<file path="src/design/assert_macros.svh">
// Assertion macros for the sparse logistic trainer.
// Used by the top level; expects clk_i and rst_ni in scope.
`ifndef ASSERT_MACROS_SVH
`define ASSERT_MACROS_SVH

// Check a property on every clock edge outside reset.
`define SLT_ASSERT(lbl, prop) \
  lbl: assert property (@(posedge clk_i) disable iff (!rst_ni) prop) \
    else $error("slt assertion failed");

// Check that a condition implies a consequence in the same cycle.
`define SLT_ASSERT_IMPLY(lbl, cond, cons) \
  lbl: assert property (@(posedge clk_i) disable iff (!rst_ni) (cond) |-> (cons)) \
    else $error("slt implication failed");

`endif

</file>
<file path="src/design/slt_pkg.sv">
// Package for the sparse logistic trainer: sizes, codes, shared types,
// the sigmoid table and small arithmetic helpers. No dependencies.
package slt_pkg;

  localparam int NUM_FEATURES    = 4096;  // power of two: index wraps by mask
  localparam int MAX_ACTIVE      = 64;
  localparam int SIGMOID_ENTRIES = 1024;

  localparam int W_AW   = $clog2(NUM_FEATURES);
  localparam int BUF_AW = (MAX_ACTIVE > 1) ? $clog2(MAX_ACTIVE) : 1;
  localparam int CNT_W  = $clog2(MAX_ACTIVE + 1);
  localparam int SIG_AW = $clog2(SIGMOID_ENTRIES);
  localparam int ACC_W  = 52 + CNT_W;
  localparam int N_W    = 20 + SIG_AW + 1;
  localparam int X_W    = N_W - 18;

  localparam longint SIX_Q16    = 393216;
  localparam longint TWELVE_Q16 = 786432;
  localparam int DIV_STEPS  = 64;
  localparam int SQRT_STEPS = 17;

  typedef enum logic [1:0] {
    OP_FEATURE     = 2'd0,
    OP_SAMPLE_END  = 2'd1,
    OP_EPOCH_END   = 2'd2,
    OP_WEIGHT_READ = 2'd3
  } opcode_e;

  typedef enum logic [1:0] {
    KIND_PRED  = 2'd0,
    KIND_EPOCH = 2'd1,
    KIND_READ  = 2'd2
  } kind_e;

  typedef enum logic {
    IT_DIV  = 1'b0,
    IT_SQRT = 1'b1
  } iter_op_e;

  typedef enum logic [4:0] {
    ST_CLEAR, ST_IDLE,
    ST_DOT_BRD, ST_DOT_WRD, ST_DOT_MUL, ST_DOT_ACC,
    ST_SIG0, ST_SIG1, ST_SIG2,
    ST_RG_MUL, ST_RG_CAP,
    ST_UPD_BRD, ST_UPD_WRD, ST_UPD_MUL, ST_UPD_WR,
    ST_EP_MUL, ST_EP_DIV, ST_EP_DIVW,
    ST_SW_RD, ST_SW_WR,
    ST_EP_BIAS, ST_EP_RATE, ST_EP_RATEW, ST_EP_SQW,
    ST_EMIT
  } state_e;

  typedef struct packed {
    logic        start;
    iter_op_e    op;
    logic [63:0] a;
    logic [32:0] b;
  } iter_req_t;

  typedef struct packed {
    logic        done;
    logic [63:0] result;
  } iter_rsp_t;

  typedef logic [16:0] sig_tab_t [SIGMOID_ENTRIES];

  // Divide by shift and subtract, one quotient bit per step
  function automatic longint unsigned udiv64(input longint unsigned n,
                                             input longint unsigned d);
    longint unsigned q, r;
    q = 0;
    r = 0;
    for (int i = 63; i >= 0; i--) begin
      r = {r[62:0], n[i]};
      if (r >= d) begin
        r    = r - d;
        q[i] = 1'b1;
      end
    end
    return q;
  endfunction

  // Build the sigmoid table at elaboration
  function automatic sig_tab_t build_sig_table();
    sig_tab_t tab;
    longint unsigned span, t, y, y2, y3, y4, r, den, p;
    longint zk;
    span = longint'(SIGMOID_ENTRIES - 1);
    for (int k = 0; k < SIGMOID_ENTRIES; k++) begin
      zk = longint'(udiv64(longint'(k) * TWELVE_Q16 + span / 2, span)) - SIX_Q16;
      t  = (zk < 0) ? -zk : zk;
      y  = t << 8;
      y2 = (y * y) >> 30;
      y3 = (y2 * y) >> 30;
      y4 = (y3 * y) >> 30;
      r  = 64'd1073741824 - y + y2 / 2 - y3 / 6 + y4 / 24;
      for (int i = 0; i < 6; i++) begin
        r = (r * r + 64'd536870912) >> 30;
      end
      den = 64'd1073741824 + r;
      p   = udiv64((64'd1 << 46) + (den >> 1), den);
      if (zk < 0) p = 64'd65536 - p;
      tab[k] = p[16:0];
    end
    return tab;
  endfunction

  localparam sig_tab_t SIG_TABLE = build_sig_table();

  // Saturate a wide signed value to 32 bits
  function automatic logic [31:0] sat32(input logic signed [35:0] v);
    if (v > 36'sd2147483647) return 32'h7FFF_FFFF;
    if (v < -36'sd2147483648) return 32'h8000_0000;
    return v[31:0];
  endfunction

  // Move a value toward zero by thr, clearing it inside the band
  function automatic logic [31:0] soft_thr(input logic signed [31:0] v,
                                           input logic [31:0] thr);
    logic [32:0] mag;
    logic signed [33:0] res;
    mag = v[31] ? 33'(-34'(v)) : 33'(v);
    res = v[31] ? (34'(v) + $signed({2'b00, thr})) : (34'(v) - $signed({2'b00, thr}));
    if (mag <= {1'b0, thr}) return 32'd0;
    return res[31:0];
  endfunction

  // Wrap a feature id into the table
  function automatic logic [W_AW-1:0] to_waddr(input logic [11:0] idx);
    logic [31:0] t;
    t = 32'(idx);
    return t[W_AW-1:0];
  endfunction

endpackage

</file>
<file path="src/design/slt_iter_unit.sv">
// Shared multi-cycle unit: restoring divide (one quotient bit a cycle) and
// integer square root (one result bit a cycle). Depends on slt_pkg.
module slt_iter_unit import slt_pkg::*; (
  input  logic      clk_i,
  input  logic      rst_ni,
  input  iter_req_t req_i,
  output iter_rsp_t rsp_o
);

  logic        busy_q, done_q;
  iter_op_e    op_q;
  logic [5:0]  cnt_q;
  logic [63:0] dvd_q, quo_q;
  logic [32:0] dvs_q;
  logic [33:0] rem_q, bit_q;

  logic [33:0] rem_sh, rem_sub, trial;
  logic        div_ge, sq_ge;

  // Form one divide step and one root step
  always_comb begin
    rem_sh  = {rem_q[32:0], dvd_q[63]};
    div_ge  = rem_sh >= {1'b0, dvs_q};
    rem_sub = rem_sh - {1'b0, dvs_q};
    trial   = quo_q[33:0] + bit_q;
    sq_ge   = rem_q >= trial;
  end

  // Hold control state
  always_ff @(posedge clk_i or negedge rst_ni) begin
    if (!rst_ni) begin
      busy_q <= 1'b0;
      done_q <= 1'b0;
      cnt_q  <= '0;
    end else begin
      done_q <= 1'b0;
      if (req_i.start) begin
        busy_q <= 1'b1;
        cnt_q  <= (req_i.op == IT_DIV) ? 6'(DIV_STEPS - 1) : 6'(SQRT_STEPS - 1);
      end else if (busy_q) begin
        cnt_q <= cnt_q - 6'd1;
        if (cnt_q == 6'd0) begin
          busy_q <= 1'b0;
          done_q <= 1'b1;
        end
      end
    end
  end

  // Advance the datapath
  always_ff @(posedge clk_i) begin
    if (req_i.start) begin
      op_q  <= req_i.op;
      dvd_q <= req_i.a;
      dvs_q <= req_i.b;
      rem_q <= (req_i.op == IT_DIV) ? 34'd0 : {1'b0, req_i.a[32:0]};
      quo_q <= '0;
      bit_q <= 34'd1 << 32;
    end else if (busy_q) begin
      unique case (op_q)
        IT_DIV: begin
          dvd_q <= {dvd_q[62:0], 1'b0};
          rem_q <= div_ge ? rem_sub : rem_sh;
          quo_q <= {quo_q[62:0], div_ge};
        end
        IT_SQRT: begin
          if (sq_ge) begin
            rem_q <= rem_q - trial;
            quo_q <= 64'({1'b0, quo_q[33:1]} + bit_q);
          end else begin
            quo_q <= quo_q >> 1;
          end
          bit_q <= bit_q >> 2;
        end
        default: ;
      endcase
    end
  end

  assign rsp_o.done   = done_q;
  assign rsp_o.result = quo_q;

endmodule

</file>
<file path="config.mk">
export PLATFORM = sky130hd
export DESIGN_NAME = slt_iter_unit
export DESIGN_NICKNAME = d
export VERILOG_FILES = /design/src/design/assert_macros.svh /design/src/design/slt_pkg.sv /design/src/design/slt_iter_unit.sv
export SDC_FILE = /design/constraint.sdc
export NUM_CORES = 1
export LEC_CHECK = 0
export BUFFER_PORTS_ARGS = -buffer_cell sky130_fd_sc_hd__buf_2
export CAP_MARGIN = 20
export CELL_PAD_IN_SITES_DETAIL_PLACEMENT = 1
export CELL_PAD_IN_SITES_GLOBAL_PLACEMENT = 1
export CORE_MARGIN = 2
export CORE_UTILIZATION = 25
export CTS_BUF_LIST = sky130_fd_sc_hd__clkbuf_16
export CTS_CLUSTER_DIAMETER = 120
export DETAILED_ROUTE_END_ITERATION = 8
export GPL_TIMING_DRIVEN = 1
export PLACE_DENSITY = 0.55
export SYNTH_ARGS = -nofsm -noshare
export SYNTH_HDL_FRONTEND = slang
export SYNTH_SLANG_ARGS = --single-unit
</file>
<file path="constraint.sdc">
create_clock -name clk_i -period 15.3 [get_ports clk_i]
set_input_delay 3.06 -clock clk_i [delete_from_list [all_inputs] [get_ports clk_i]]
set_output_delay 3.06 -clock clk_i [all_outputs]
set_load 0.005 [all_outputs]
</file>
==> reports/metrics.cfg <==
[synthesis]
syn-instance-count=1653
synthArstFlopShare_pct=3.620
yosysSeqAreaShare_pct=37.72
syn_nets=1861
synth_cell_types=78
synth_area_sq_mm=0.01534
yosysTopAreaCell=edfxtp_1
synth_warnings=0
synth-seq-cells=221
synth_edf_count=132
ys_dominant_reg_cell=edfxtp_1
avgSynthCellArea_sq_um=9.280
synth_area_leaders=edfxtp_1, dfxtp_1, ha_1, mux2_2, nand2_1
synth_top_area_share_pct=25.84

[clock_tree]
postCtsSetupRepairBufs=0
cts_buffer_depth=3
cts_tree=built
clock_sinks=221
insertion_delay_ns=0.58
cts_resized=0
clk_pin_slew_ns=0.06
h-tree-depth=1
clockRootBuffer=clkbuf_16
cts-buffers-inserted=29
ctsHoldBuffers=0

[route]
drt_pre_antenna_iters=5
vias_per_cell=5.102
wl_per_cell_microns=19.95
postRouteAntennaNets=0
routed_wirelength_mm=51.40
drt_iter0_drc=803
num_vias=13144
drc=0

[timing]
whs_ns=0.4921
finalHoldViolCount=0
finalClockSkew_ns=0.02329
period_share_pct=38.14
slew_headroom_pct=30.63
fin_tns_setup_ns=0
worst_slew_pin_slew_ns=1.027
grt_setup_unrepaired=false
min_period_ns=5.835
slew_viol_final=0
setup_violations=0
fmax_ghz=0.1714

[flow_run]
cap_violations=0

[final_layout]
fillers=6967
drive_gt1_share_pct=17.34
final_cell_mix=buf_2, nand2_1, nor2_1
area_growth_pct=15.72
final_nets=1979
antenna_cells=0
final_common_cell=buf_2

[worst_setup_path]
worstPathArrival_ns=6.04
crit_type=reg2reg
path_max_fanout=34
required_ns=15.50
worst_setup_path_start_kind=register
endpoint_kind=register

[global_routing]
grt_max_degree=103
antenna_found_initial=4
overflow=0
grt_pass1_wl_mm=80.42
grt_usage_pct=15.95
grt_pass1_vias=13700

[die]
die_area_sq_mm=0.06336
rows=90
core-area_sq_mm=0.06047
die_y_microns=251.7
fp.dieW_microns=251.7
num_io_pins=166
initial_utilization_pct=25.37

[pwr]
power_density_mw_per_mm2=176.4
p_leak_nw=7.128
ir_drop_mv=0.09299

[placed_design]
globalplace.congestion=0.8608
dpl.hpwl_mm=38.23
portBuffers=165

[run_status]
status=complete, no violations

[min_path]
hp-class=reg2reg

[kinds of logic after synthesis]
group / count (synthesis) / share of synthesized area, %
AO/OA/AOI/OAI: 474 / 21.10
flip-flops: 221 / 37.72
XOR/XNOR: 119 / 6.794
adder cells (fa/ha/maj): 107 / 8.825
buffers and inverters: 154 / 4.127
multiplexers: 103 / 7.333
AND/OR/NAND/NOR: 475 / 14.10
[through the flow]
step | power [mW] | instance area [sq um] | worst slack [ns] | instances | utilization [%]
after floorplan | 2.044 | 15340 | 9.155 | 1653 | -
after global placement | 2.501 | 16850 | 9.545 | 2520 | 27.87
after detailed placement | 2.517 | 16850 | 9.460 | 2520 | 27.87
after CTS | 3.168 | 17710 | 9.431 | 2574 | 29.29
after global routing | 3.366 | 17750 | 8.923 | 2576 | 29.35
final | 3.131 | 17750 | 9.465 | 2576 | 29.35
[critical path: stages, from the launching register on]
cell and delay, ns:
dfxtp_1 0.39, ha_1 0.38, a31o_2 0.19, a31oi_1 0.16
o31ai_1 0.68, a21oi_1 0.25, nor2_1 0.15, nor2_1 0.07
o21ai_0 0.29, xnor2_1 0.12, ha_1 0.39, nand2_1 0.09
o21ai_0 0.49, nor3_1 0.19, o21ai_4 0.13, a41oi_4 0.20
o31ai_4 0.25, buf_4 0.40, a21o_1 0.18, buf_4 0.42
[layout make-up]
type | instances | area [sq um] | share of cell area [%]
clock buffers | 29 | 725.7 | 4.088
clock inverters | 25 | 131.4 | 0.7401
inverters | 60 | 225.2 | 1.269
multi-input cells | 1278 | 8925 | 50.28
flip-flops and latches | 221 | 5787 | 32.60
well taps | 782 | 978.4 | 5.512
repair buffers | 181 | 978.4 | 5.512
[power breakdown]
part / leakage, nW / internal [mW] / switching, mW / total, mW
combinational: 4.57 / 0.646 / 0.983 / 1.63
clock: 0.464 / 0.356 / 0.274 / 0.631
sequential: 2.10 / 0.753 / 0.119 / 0.872
[routing by layer]
metal / track usage, % / wire [microns] / up-vias
met5: 0 / 34 / -
met4: 3.452 / 923 / 6
li1: - / - / 6407
met2: 28.47 / 25820 / 220
met3: 2.228 / 1998 / 55
met1: 20.32 / 22620 / 6456
[synth_stat cells (25+ instances only)]
cell type,n
a211oi_1,30
a21o_1,33
a21oi_1,103
a221oi_1,32
a31oi_1,34
clkbuf_1,69
dfxtp_1,81
edfxtp_1,132
ha_1,105
inv_1,58
mux2_2,69
mux2i_1,28
nand2_1,154
nand3_1,25
nor2_1,142
nor3_1,54
o21ai_0,83
xnor2_1,60
xor2_1,59
[final timing paths]
kind | from | end | slack (ns) | cells past startpoint
max in group asynchronous | rst_ni | busy_q | 12.78 | 1
worst min register to register | bit_q[0] | bit_q[0] | 0.49 | 2
worst max register to register | quo_q[2] | rem_q[10] | 9.47 | 19
worst min-delay path | bit_q[0] | bit_q[0] | 0.49 | 2
min in group asynchronous | rst_ni | cnt_q[3] | 2.33 | 1
worst max-delay path | quo_q[2] | rem_q[10] | 9.47 | 19
[flip-flops by register name, summed over array words and instances, names as in the netlist]
register and cells:
busy_q 1, bit_q 17, quo_q 64, cnt_q 6, dvs_q 33, rem_q 34
dvd_q 64, done_q 1, op_q 1
Note: power is estimated with default switching activity, not from simulation.
